## src/hdl/ufsd_pkg.sv

```systemverilog
package ufsd_pkg;

    localparam int MAX_FRAME = 64;
    localparam int POS_W     = 7;
    localparam int STATUS_W  = 5;
    localparam int TIMER_W   = 16;

    localparam logic [7:0] START_BYTE  = 8'hAA;
    localparam logic [7:0] END_BYTE    = 8'h55;
    localparam logic [7:0] TYPE_STATUS = 8'hB0;
    localparam logic [7:0] TYPE_ERROR  = 8'hB5;
    localparam logic [7:0] CLASS_WATER = 8'h0E;
    localparam logic [7:0] FLAG_WATER  = 8'h40;
    localparam logic [7:0] FLAG_TRAY   = 8'h80;

    localparam logic [TIMER_W-1:0] TIMEOUT_RESET = 16'd15000;
    localparam logic [TIMER_W-1:0] PERIOD_RESET  = 16'd1000;

    // Configuration register indexes
    typedef enum logic [0:0] {
        CFG_TIMEOUT = 1'b0,
        CFG_PERIOD  = 1'b1
    } cfg_index_t;

    // Item kinds on the input tuser bit
    localparam logic OP_BYTE = 1'b0;
    localparam logic OP_TICK = 1'b1;

    typedef logic [STATUS_W-1:0] status_t;

    // Status indexes, named by their file code
    localparam status_t ST_CODE_01 = 5'd0;
    localparam status_t ST_CODE_02 = 5'd1;
    localparam status_t ST_CODE_03 = 5'd2;
    localparam status_t ST_CODE_04 = 5'd3;
    localparam status_t ST_CODE_05 = 5'd4;
    localparam status_t ST_CODE_06 = 5'd5;
    localparam status_t ST_CODE_07 = 5'd6;
    localparam status_t ST_CODE_08 = 5'd7;
    localparam status_t ST_CODE_09 = 5'd8;
    localparam status_t ST_CODE_10 = 5'd9;
    localparam status_t ST_CODE_11 = 5'd10;
    localparam status_t ST_CODE_12 = 5'd11;
    localparam status_t ST_CODE_13 = 5'd12;
    localparam status_t ST_CODE_14 = 5'd13;
    localparam status_t ST_CODE_15 = 5'd14;
    localparam status_t ST_CODE_17 = 5'd15;
    localparam status_t ST_CODE_18 = 5'd16;
    localparam status_t ST_CODE_20 = 5'd17;
    localparam status_t ST_CODE_21 = 5'd18;
    localparam status_t ST_CODE_22 = 5'd19;
    localparam status_t ST_CODE_23 = 5'd20;
    localparam status_t ST_CODE_24 = 5'd21;
    localparam status_t ST_CODE_25 = 5'd22;
    localparam status_t ST_CODE_30 = 5'd23;
    localparam status_t ST_CODE_31 = 5'd24;
    localparam status_t ST_CODE_32 = 5'd25;
    localparam status_t ST_CODE_33 = 5'd26;
    localparam status_t ST_CODE_34 = 5'd27;
    localparam status_t ST_CODE_35 = 5'd28;
    localparam status_t ST_CODE_36 = 5'd29;
    localparam status_t ST_CODE_37 = 5'd30;

    localparam status_t ST_OFF = ST_CODE_02;

    typedef struct packed {
        logic [1:0] cnt;
        status_t    first;
        status_t    second;
    } decode_t;

    // Decode a closed frame of the given size from its captured bytes
    function automatic decode_t decode_frame(
        input logic [POS_W-1:0] size,
        input logic [7:0]       type_b,
        input logic [7:0]       class_b,
        input logic [7:0]       detail_b,
        input logic [7:0]       flags_b,
        input logic [7:0]       err_hi,
        input logic [7:0]       err_lo
    );
        decode_t d;
        d = '{cnt: 2'd0, first: ST_CODE_01, second: ST_CODE_01};
        if (size > POS_W'(4) && type_b == TYPE_STATUS) begin
            if (size >= POS_W'(12)) begin
                if (class_b == CLASS_WATER) begin
                    if (flags_b == 8'h00) begin
                        d.cnt   = 2'd1;
                        d.first = ST_CODE_20;
                    end
                    else begin
                        d.cnt    = 2'd2;
                        d.first  = ((flags_b & FLAG_WATER) != 8'h00) ? ST_CODE_22 : ST_CODE_17;
                        d.second = ((flags_b & FLAG_TRAY) != 8'h00) ? ST_CODE_23 : ST_CODE_18;
                    end
                end
                else if (class_b == 8'h06) begin
                    d.cnt   = 2'd1;
                    d.first = ST_CODE_21;
                end
                else if (class_b == 8'h0C) begin
                    if (detail_b == 8'h01) begin
                        d.cnt   = 2'd1;
                        d.first = ST_CODE_08;
                    end
                    else if (detail_b == 8'h02) begin
                        d.cnt   = 2'd1;
                        d.first = ST_CODE_15;
                    end
                end
                else if (class_b == 8'h07) begin
                    d.cnt = 2'd1;
                    unique case (detail_b)
                        8'h0E:   d.first = ST_CODE_09;
                        8'h0D:   d.first = ST_CODE_10;
                        8'h10:   d.first = ST_CODE_03;
                        8'h11:   d.first = ST_CODE_04;
                        8'h12:   d.first = ST_CODE_05;
                        8'h13:   d.first = ST_CODE_06;
                        8'h14:   d.first = ST_CODE_07;
                        8'h15:   d.first = ST_CODE_15;
                        default: d.cnt   = 2'd0;
                    endcase
                end
                else if (class_b == 8'h08) begin
                    d.cnt = 2'd1;
                    unique case (detail_b)
                        8'h0E:   d.first = ST_CODE_14;
                        8'h02:   d.first = ST_CODE_11;
                        8'h14:   d.first = ST_CODE_13;
                        8'h05:   d.first = ST_CODE_12;
                        8'h16:   d.first = ST_CODE_24;
                        8'h18:   d.first = ST_CODE_25;
                        default: d.cnt   = 2'd0;
                    endcase
                end
                else if (detail_b == 8'h00) begin
                    if (class_b == 8'h01) begin
                        d.cnt   = 2'd1;
                        d.first = ST_CODE_01;
                    end
                    else if (class_b == 8'h05) begin
                        d.cnt   = 2'd1;
                        d.first = ST_CODE_02;
                    end
                end
            end
        end
        else if (size > POS_W'(12) && type_b == TYPE_ERROR) begin
            if (err_hi == 8'h00) begin
                d.cnt = 2'd1;
                unique case (err_lo)
                    8'h00:   d.first = ST_CODE_30;
                    8'h0B:   d.first = ST_CODE_31;
                    8'hE6:   d.first = ST_CODE_32;
                    8'h80:   d.first = ST_CODE_33;
                    8'hCB:   d.first = ST_CODE_34;
                    8'hFF:   d.first = ST_CODE_35;
                    8'hA0:   d.first = ST_CODE_36;
                    default: d.cnt   = 2'd0;
                endcase
            end
            else if (err_hi == 8'h01) begin
                d.cnt   = 2'd1;
                d.first = ST_CODE_37;
            end
        end
        return d;
    endfunction

endpackage

```

## src/hdl/uart_frame_status_decoder_top.sv

```systemverilog
// Frame status decoder for bytes sniffed from one side of a serial link.
// Input channel s_axis: tuser = 0 carries a received byte in tdata, tuser = 1
// is a one millisecond tick (tdata ignored). Output channel m_axis: tdata[4:0]
// is the status index, tlast marks the final status caused by one item.
// Configuration: cfg_we writes cfg_data to the register picked by cfg_index
// (0 = timeout in ms, 1 = check period in ms); write only while idle.
// An accepted item waits in the input register until the result queue has
// room for its results, which are then registered into the queue that
// drives m_axis.
// Throughput: one item per cycle while m_axis accepts. A frame end that
// decodes to two statuses holds the input register until the result queue
// has sent its first; items causing no result pass without using the output.
// Reset clears the frame hunter, captured bytes, timers and queues, and
// loads the register defaults (15000 ms timeout, 1000 ms check period).
// When m_axis stalls, up to two results wait in the result queue, one more
// item waits in the input register, and s_axis_tready drops after that.
module uart_frame_status_decoder_top (
    input  logic                       clk,
    input  logic                       rst_n,
    input  logic                       s_axis_tvalid,
    output logic                       s_axis_tready,
    input  logic [7:0]                 s_axis_tdata,   // [7:0] data_byte
    input  logic                       s_axis_tuser,   // [0] op
    output logic                       m_axis_tvalid,
    input  logic                       m_axis_tready,
    output logic [7:0]                 m_axis_tdata,   // [4:0] status, [7:5] zero
    output logic                       m_axis_tlast,
    input  logic                       cfg_we,
    input  ufsd_pkg::cfg_index_t       cfg_index,
    input  logic [ufsd_pkg::TIMER_W-1:0] cfg_data
);
    import ufsd_pkg::*;

    logic [TIMER_W-1:0] timeout_reg;
    logic [TIMER_W-1:0] period_reg;

    logic               in_valid_reg;
    logic               in_op_reg;
    logic [7:0]         in_byte_reg;

    logic [POS_W-1:0]   frame_pos_reg, frame_pos_next;
    logic [7:0]         type_reg, type_next;
    logic [7:0]         class_reg, class_next;
    logic [7:0]         detail_reg, detail_next;
    logic [7:0]         flags_reg, flags_next;
    logic [7:0]         err_hi_reg, err_hi_next;
    logic [7:0]         err_lo_reg, err_lo_next;
    logic [TIMER_W-1:0] since_check_reg, since_check_next;
    logic [TIMER_W-1:0] since_act_reg, since_act_next;

    logic [1:0]         out_cnt_reg, out_cnt_next;
    status_t            out0_reg, out0_next;
    status_t            out1_reg, out1_next;

    logic               advance;
    logic               pop;
    logic [POS_W-1:0]   pos_inc;
    logic               frame_end;
    decode_t            result;
    logic [TIMER_W-1:0] check_inc;
    logic [TIMER_W-1:0] act_inc;

    assign pop           = m_axis_tvalid && m_axis_tready;
    // Room for two results: queue empty, or its last entry leaves this cycle
    assign advance       = in_valid_reg &&
                           (out_cnt_reg == 2'd0 || (out_cnt_reg == 2'd1 && m_axis_tready));
    assign s_axis_tready = !in_valid_reg || advance;

    assign m_axis_tvalid = (out_cnt_reg != 2'd0);
    assign m_axis_tdata  = {{(8 - STATUS_W){1'b0}}, out0_reg};
    assign m_axis_tlast  = (out_cnt_reg == 2'd1);

    always_ff @(posedge clk or negedge rst_n)
    begin
        if (!rst_n)
        begin
            timeout_reg <= TIMEOUT_RESET;
            period_reg  <= PERIOD_RESET;
        end
        else if (cfg_we)
        begin
            unique case (cfg_index)
                CFG_TIMEOUT: timeout_reg <= cfg_data;
                CFG_PERIOD:  period_reg  <= cfg_data;
                default:     ;
            endcase
        end
    end

    always_ff @(posedge clk or negedge rst_n)
    begin
        if (!rst_n)
        begin
            in_valid_reg <= 1'b0;
        end
        else if (s_axis_tready)
        begin
            in_valid_reg <= s_axis_tvalid;
        end
    end

    always_ff @(posedge clk)
    begin
        if (s_axis_tready && s_axis_tvalid)
        begin
            in_op_reg   <= s_axis_tuser;
            in_byte_reg <= s_axis_tdata;
        end
    end

    assign pos_inc   = frame_pos_reg + POS_W'(1);
    assign frame_end = (in_op_reg == OP_BYTE) && (frame_pos_reg != '0) &&
                       (in_byte_reg == END_BYTE);
    assign check_inc = (since_check_reg == '1) ? since_check_reg
                                               : since_check_reg + TIMER_W'(1);
    assign act_inc   = (since_act_reg == '1) ? since_act_reg
                                             : since_act_reg + TIMER_W'(1);

    always_comb
    begin
        frame_pos_next   = frame_pos_reg;
        type_next        = type_reg;
        class_next       = class_reg;
        detail_next      = detail_reg;
        flags_next       = flags_reg;
        err_hi_next      = err_hi_reg;
        err_lo_next      = err_lo_reg;
        since_check_next = since_check_reg;
        since_act_next   = since_act_reg;
        result           = '{cnt: 2'd0, first: ST_OFF, second: ST_OFF};

        if (in_op_reg == OP_BYTE)
        begin
            if (frame_pos_reg == '0)
            begin
                if (in_byte_reg == START_BYTE)
                    frame_pos_next = POS_W'(1);
            end
            else
            begin
                case (frame_pos_reg)
                    POS_W'(3):  type_next   = in_byte_reg;
                    POS_W'(6):  class_next  = in_byte_reg;
                    POS_W'(7):  detail_next = in_byte_reg;
                    POS_W'(9):  flags_next  = in_byte_reg;
                    POS_W'(10): err_hi_next = in_byte_reg;
                    POS_W'(11): err_lo_next = in_byte_reg;
                    default:    ;
                endcase
                if (frame_end)
                begin
                    frame_pos_next = '0;
                    since_act_next = '0;
                    result         = decode_frame(pos_inc, type_next, class_next,
                                                  detail_next, flags_next,
                                                  err_hi_next, err_lo_next);
                end
                else if (pos_inc >= POS_W'(MAX_FRAME))
                begin
                    // drop the overflowing frame, resume hunting
                    frame_pos_next = '0;
                end
                else
                begin
                    frame_pos_next = pos_inc;
                end
            end
        end
        else
        begin
            since_check_next = check_inc;
            since_act_next   = act_inc;
            if (check_inc > period_reg)
            begin
                since_check_next = '0;
                if (act_inc > timeout_reg)
                begin
                    since_act_next = '0;
                    result.cnt     = 2'd1;
                    result.first   = ST_OFF;
                end
            end
        end
    end

    always_ff @(posedge clk or negedge rst_n)
    begin
        if (!rst_n)
        begin
            frame_pos_reg   <= '0;
            type_reg        <= '0;
            class_reg       <= '0;
            detail_reg      <= '0;
            flags_reg       <= '0;
            err_hi_reg      <= '0;
            err_lo_reg      <= '0;
            since_check_reg <= '0;
            since_act_reg   <= '0;
        end
        else if (advance)
        begin
            frame_pos_reg   <= frame_pos_next;
            type_reg        <= type_next;
            class_reg       <= class_next;
            detail_reg      <= detail_next;
            flags_reg       <= flags_next;
            err_hi_reg      <= err_hi_next;
            err_lo_reg      <= err_lo_next;
            since_check_reg <= since_check_next;
            since_act_reg   <= since_act_next;
        end
    end

    always_comb
    begin
        out_cnt_next = out_cnt_reg;
        out0_next    = out0_reg;
        out1_next    = out1_reg;
        if (advance)
        begin
            // queue is empty after this cycle's pop: load the new results
            out_cnt_next = result.cnt;
            out0_next    = result.first;
            out1_next    = result.second;
        end
        else if (pop)
        begin
            out_cnt_next = out_cnt_reg - 2'd1;
            out0_next    = out1_reg;
        end
    end

    always_ff @(posedge clk or negedge rst_n)
    begin
        if (!rst_n)
        begin
            out_cnt_reg <= '0;
        end
        else
        begin
            out_cnt_reg <= out_cnt_next;
        end
    end

    always_ff @(posedge clk)
    begin
        out0_reg <= out0_next;
        out1_reg <= out1_next;
    end

    a_queue_bound: assert property (@(posedge clk) disable iff (!rst_n)
        out_cnt_reg != 2'd3)
        else $error("result queue count out of range");

    a_frame_bound: assert property (@(posedge clk) disable iff (!rst_n)
        frame_pos_reg < POS_W'(MAX_FRAME))
        else $error("frame position past the frame limit");

    a_hold_input: assert property (@(posedge clk) disable iff (!rst_n)
        in_valid_reg && !advance |=> in_valid_reg && $stable(in_byte_reg)
                                     && $stable(in_op_reg))
        else $error("held input item changed before processing");

    a_advance_room: assert property (@(posedge clk) disable iff (!rst_n)
        advance |-> out_cnt_reg == 2'd0 || pop)
        else $error("result queue overwritten");

endmodule
```

## config.mk

```make
export PLATFORM = sky130hd
export DESIGN_NAME = uart_frame_status_decoder_top
export DESIGN_NICKNAME = d
export VERILOG_FILES = /design/src/hdl/ufsd_pkg.sv /design/src/hdl/uart_frame_status_decoder_top.sv
export SDC_FILE = /design/constraint.sdc
export NUM_CORES = 1
export LEC_CHECK = 0
export ABC_AREA = 1
export BUFFER_PORTS_ARGS = -buffer_cell sky130_fd_sc_hd__buf_4
export CAP_MARGIN = 20
export CORE_MARGIN = 4
export CORE_UTILIZATION = 55
export DETAILED_ROUTE_END_ITERATION = 12
export PLACE_DENSITY_LB_ADDON = 0.1
export SYNTH_ARGS = -nofsm -noshare
export SYNTH_HDL_FRONTEND = slang
export SYNTH_SLANG_ARGS = --single-unit
```

## constraint.sdc

```tcl
create_clock -name clk -period 4.75 [get_ports clk]
set_clock_uncertainty 0.15 [all_clocks]
set_input_delay 0.475 -clock clk [delete_from_list [all_inputs] [get_ports clk]]
set_output_delay 0.475 -clock clk [all_outputs]
set_load 0.01 [all_outputs]
```

======== Word-level counts from Yosys, hierarchy flattened ========
Index checks and enable logic that the tools add are counted.
storage, ports and cells
  output and inout port bits .............. 11
  flip-flop bits (word level) ............. 141
  logic and storage cells ................. 175
  input bits .............................. 31
operators by class
  add/subtract/negate cells ............... 4
  equality and inequality tests ........... 42
  reductions and logical operators ........ 32
  magnitude comparators ................... 6
  multiplexer cells ....................... 66
  bitwise logic cells ..................... 7
operator list
  operator                                                         count
  8-bit 2-to-1 mux                                                 18
  16-bit 2-to-1 mux                                                8
  7-bit 2-to-1 mux                                                 16
  8-bit by 5-bit == test with 1-bit output, second input constant  8
  8-bit == test, second input constant                             8
  8-bit by 4-bit == test with 1-bit output, second input constant  6
  12-bit 2-to-1 mux                                                3
  6-bit 2-to-1 mux                                                 6
  5-bit case mux with 7 select lines                               1
  16-bit by 1-bit adder with 16-bit output, second input constant  2
  16-bit == test, second input constant                            2
  8-bit by 3-bit == test with 1-bit output, second input constant  4
  16-bit > comparator                                              2
  8-bit logical NOT                                                4
  4-bit case mux with 8 select lines                               1
  5-bit 2-to-1 mux                                                 6
  5-bit case mux with 6 select lines                               1
  8-bit by 1-bit == test with 1-bit output, second input constant  3
  7-bit by 4-bit == test with 1-bit output, second input constant  3
  7-bit by 3-bit == test with 1-bit output, second input constant  2
  7-bit OR reduction                                               2
  3-bit AND reduction                                              3
  8-bit by 2-bit == test with 1-bit output, second input constant  1
  8-bit by 7-bit == test with 1-bit output, second input constant  1
  25 further kinds                                                 46

======== Depth between registers and ports, before layout ========
  depth in word-level cells ............... 19
  gate-level depth with buffers ........... 23
  depth with buffers taken out ............ 23

======== Least setup slack after synthesis ========
No wires, ideal clock.
  path type ............................... flip-flop to flip-flop
  start ................................... register since_act_reg[0]
  end ..................................... register since_act_reg[11]
  stages on the path, launching flop included .. 24
  slack ................................... 1.086 ns
  required time ........................... 4.462 ns
  arrival ................................. 3.376 ns
  buffers on the path ..................... 1
  setup time .............................. 0.138 ns
  period minus slack after synthesis ...... 3.664 ns
  cell sequence ........................... dfrtp_1 ha_1 inv_1 nor3_1 nand3_1 inv_1 nand3_1 nor2_1 nand3_1 nor2_1 nand2_1 nand3_1 nor2_1 xor2_1 inv_1 ha_1 nand4_1 o221ai_1 nand2_1 nand2_1 o2bb2ai_1 o21ai_1 clkbuf_1 o22ai_1
between the ends
  longest elaborated chain between the ends .. 6
  elaborated cells between the ends (all ways) .. 7
  classes of those cells .................. 1 x add/sub; 1 x order compare; 1 x eq/ne; 4 x mux
RTL lines
  element                                                                            line                                                                        RTL
  from (decl)                                                                        uart_frame_status_decoder_top.sv:49                                         logic [TIMER_W-1:0] since_act_reg, since_act_next;
  from (signal assigned)                                                             uart_frame_status_decoder_top.sv:210                                        since_act_reg <= since_act_next;
  16-bit by 1-bit adder with 16-bit output / 16-bit == test (equally long branches)  uart_frame_status_decoder_top.sv:117, uart_frame_status_decoder_top.sv:116
  16-bit 2-to-1 mux *                                                                uart_frame_status_decoder_top.sv:116                                        assign act_inc = (since_act_reg == '1) ? since_act_reg
  16-bit > comparator                                                                uart_frame_status_decoder_top.sv:176                                        if (act_inc > timeout_reg)
  16-bit 2-to-1 mux                                                                  uart_frame_status_decoder_top.sv:176
  16-bit 2-to-1 mux *                                                                uart_frame_status_decoder_top.sv:173                                        if (check_inc > period_reg)
  16-bit 2-to-1 mux *                                                                uart_frame_status_decoder_top.sv:132                                        if (in_op_reg == OP_BYTE)
Every way passes the cells marked *; elsewhere a longest branch is shown, timed or not.
A chain may end at the register's enable or synchronous reset.

======== Worst setup path in the final report ========
  start ................................... register since_check_reg[0]
  end ..................................... register since_act_reg[10]
between the ends
  longest elaborated chain between the ends .. 5
  elaborated cells between the ends (all ways) .. 6
  classes of those cells .................. 1 x add/sub; 1 x order compare; 1 x eq/ne; 3 x mux
RTL lines
  element                                                                            line                                                                        RTL
  from (decl)                                                                        uart_frame_status_decoder_top.sv:48                                         logic [TIMER_W-1:0] since_check_reg, since_check_next;
  from (signal assigned)                                                             uart_frame_status_decoder_top.sv:209                                        since_check_reg <= since_check_next;
  16-bit by 1-bit adder with 16-bit output / 16-bit == test (equally long branches)  uart_frame_status_decoder_top.sv:115, uart_frame_status_decoder_top.sv:114
  16-bit 2-to-1 mux *                                                                uart_frame_status_decoder_top.sv:114                                        assign check_inc = (since_check_reg == '1) ? since_check_reg
  16-bit > comparator *                                                              uart_frame_status_decoder_top.sv:173
  16-bit 2-to-1 mux *                                                                uart_frame_status_decoder_top.sv:173
  16-bit 2-to-1 mux *                                                                uart_frame_status_decoder_top.sv:132
Marks and branches as above.

==> reports/results.env <==
RUN_STATUS='finished, final reports clean'
POST-ROUTE-PERIOD-UTIL=0.864
MAX-VDD-IR-DROP_uV=316
ASYNC_RESET_FF_FRAC=0.878
CLK_ROOT_BUFFER_CELL='clkbuf_16'
HOLD_VIOLATIONS=0
SEQ_AREA_MM2=0.00358
CTS.PATH.MAX_BUFFERS=2
DRIVE_GT1_FRAC=0.110
POST_CTS_RESIZE_COUNT=0
GPL.FINAL_WEIGHTED_CONGESTION=0.897
DRC=0
GLOBAL_ROUTE_WIRE_LENGTH_BEFORE_REPAIR_UM=34800
HP-CLASS='input port to asynchronous set/reset pin'
LAYOUT_MIN_CYCLE_TIME_NS=4.11
CLOCK_INSERTION_DELAY_WORST_SKEW_NS=0.43
POST_CTS.REPAIR.SETUP_BUFFERS=0
SYN_AVG_CELL_AREA_UM2=7.38
TIMING.RR.START='since_check_reg[0]'
GRT_SETUP_UNREPAIRED='false'
P_LEAK_uW=0.00477
YS_DOMINANT_REG_CELL='dfrtp_1'
CRIT_REQUIRED_NS=4.89
CTS.HTREE.LEVELS=4
CLKSINKCOUNT=139
PRE_CTS_WS_NS=0.740
POSTROUTEWIRELENGTH_UM=20700
VIAS=7671
DETAILEDROUTE.FIRSTPASSITERATIONCOUNT=5
MOST_USED_STANDARD_CELLS_IN_THE_SYNTHESIZED_NETLIST='nand2_1 (309), inv_1 (183), o21ai_0 (145), dfrtp_1 (109), nor2_1 (79)'
SEQ_AREA_FRAC_SYNTH=0.412
POST-SYNTH-TOP-COUNT-CELL='nand2_1'
FP.DIEAREA_MM2=0.0179
GLOBALROUTETOTALUTIL=0.241
FINAL-MAX-SLEW-VIOLATION-COUNT=0
DETAIL-ROUTE-ANTENNA-NETS=0
SLEW-LIMIT-HEADROOM=0.327
NETLIST.AREA_LEADER.SHARE=0.314
WORST_SETUP_PATH_START_KIND='flop'
IOS=42
SETUP_VIOLATIONS=0
CTS_HOLD_BUFFERS=0
CTS_BUFFERS=17
FLOORPLAN.INITIALDENSITY=0.567
WORST_SETUP_HOLD_PATH_CLK_SLEW_NS=0.06
CP_CELL_SEQUENCE='ha_1 -> inv_1 -> nor3_2 -> nand3_1 -> nor4_2 -> nand2_1 -> nor2_2 -> inv_1 -> nand2_1 -> xor2_1 -> inv_1 -> ha_1 -> nand3_1 -> o211a_1 -> nor2_1 -> o21bai_1 -> nand2_1 -> o41ai_2 -> buf_4 -> o21ai_1 -> buf_4 -> o21ai_0'
POST-SYNTH-TOP-AREA-CELL='dfrtp_1'
GRT_ANTENNA_BEFORE_REPAIR=0
POST_DRT_WL_PER_CELL_UM=14.5
CRITICAL_PATH_BUF_INV_COUNT=5
COUNT_OF_FLIP_FLOPS_WITH_A_BUILT_IN_ENABLE_AFTER_SYNTHESIS=17
CP.ARRIVAL_NS=4.25
SYNTHESIS.INSTANCES=1176
CRITICAL_PATH.SLOWEST_CELL='dfrtp_1'
FIN_SETUP_TNS_NS=0
DPL.HPWL_UM=15100
YOSYSWARNINGS=0
SYNTHESIS.AREA_MM2=0.00868
MULTI_INPUT_COMBINATIONAL_CELL_AREA_MM2=0.00422
SETUP_SLACK_NS=0.644
DRT-INITIAL-DRC-COUNT=538
REG2REG_SETUP_SLACK_NS=0.64
DIE_HEIGHT_UM=134
TIMING.FMAX_GHz=0.244
INSERTEDDIODECOUNT=0
MAX_CAP_VIOLATIONS=0
CRITICAL_PATH.ENDPOINT_TYPE='flop'
LAYOUT-AREA-OVERHEAD-VS-SYNTH_PCT=11.5
TIMING.RR.END='since_act_reg[10]'
SLOWEST_DELAY_NS=0.39
NUM-NETS-FINAL=1281
POWERDENSITY_mW_PER_MM2=571
TIMING.CRITICAL_PATH.MAX_DELAY_FAMILY='simple AND/OR/NAND/NOR gates'
WORST_R2R_PATH_DEPTH=22
PORT_BUFFERS=38
GRT.OVERFLOW.TOTAL=0
SYNTHTOPCELLSBYAREA='dfrtp_1 (31%), nand2_1 (13%), o21ai_0 (8.4%)'
ROUTED_VIA_DENSITY=5.35
VIA_COUNT_OF_THE_FIRST_GLOBAL_ROUTING_PASS=7325
CORE_REGION_AREA_MM2=0.0153
YOSYS.CELL_TYPES.COUNT=55
SITE_ROW_COUNT=45
FP.DIEW_UM=134
GRT_MAX_DEGREE=88
FINAL.FILL_COUNT=1417
WORST_SLEW_PIN_SLEW_NS=1.01
CTS_TREE='built'
PATH_MAX_FANOUT=16
WORST-SETUP-PATH-TYPE='flop to flop'
YS_SEQ_ELEMENTS=139
## cell usage in the layout, fill, tap and decap left out, types with 3 or more instances in the layout
cell type	instances
buf_4	44
dfrtp_1	109
nand3_1	53
o21ai_0	145
clkbuf_16	17
edfxtp_1	17
nor3_1	22
ha_1	40
nand2_1	308
nand2_2	8
clkinv_2	4
dfstp_2	13
nand4_1	24
a31oi_1	4
clkinvlp_4	4
xor2_1	15
conb_1	3
inv_1	183
nor2_2	9
nor2_1	79
o21ai_1	3
o22ai_1	20
a21oi_1	38
o32ai_1	4
o21ai_2	6
inv_6	3
inv_2	5
nor3_2	5
## worst max path at each step
stage                              to               start  depth (start not counted)  slack [ns]
floorplan           since_act_reg[11]    since_act_reg[0]                         23        1.09
global placement     since_act_reg[5]  since_check_reg[0]                         22        0.94
detailed placement   since_act_reg[5]  since_check_reg[0]                         22        0.74
CTS                  since_act_reg[3]  since_check_reg[0]                         22        0.71
global route         since_act_reg[4]  since_check_reg[0]                         22        0.27
finish              since_act_reg[10]  since_check_reg[0]                         22        0.64
## report_power, final
group          total, uW  switching, uW  internal [uW]
logic               2450           1630            824
clock network       1260            533            732
registers           1810            242           1560
## per-stage QoR
step	utilization	cells	hold WS, ns	cell area, um2	total power, uW
6_report	0.632	1434	0.0144	9680	5530
3_5_place_dp	0.595	1401	0.319	9120	4250
5_1_grt	0.632	1434	0.0562	9680	6000
3_3_place_gp	0.595	1401	0.312	9120	4200
4_1_cts	0.632	1433	0.0593	9670	5540
2_1_floorplan	-	1178	0.0294	8690	3620
## per-layer routing
metal,vias up,part of all wire,wire (um),global-route usage
met3,34,0.039,806,0.0529
li1,3888,-,-,-
met2,168,0.49,10200,0.419
met1,3581,0.44,9130,0.295
met5,-,0,0,0
met4,0,0.027,563,0.0869
## logic make-up (layout without fill, tap and decap cells)
logic type / count (synthesis) / after routing / synth area share
other: 1 / 3 / 0.000432
flip-flops: 139 / 139 / 0.412
adder cells (fa/ha/maj): 40 / 40 / 0.0576
AO/OA/AOI/OAI: 237 / 237 / 0.151
buffers and inverters: 222 / 267 / 0.103
XOR/XNOR: 15 / 15 / 0.0151
AND/OR/NAND/NOR: 522 / 522 / 0.261
## layout make-up
cell class	instances	area share
Inverter	190	0.0742
Multi-Input combinational cell	817	0.436
Clock inverter	14	0.0123
Tap cell	211	0.0273
Clock buffer	18	0.0454
Timing Repair Buffer	45	0.0346
Sequential cell	139	0.370
(Power assumes the default switching activity.)
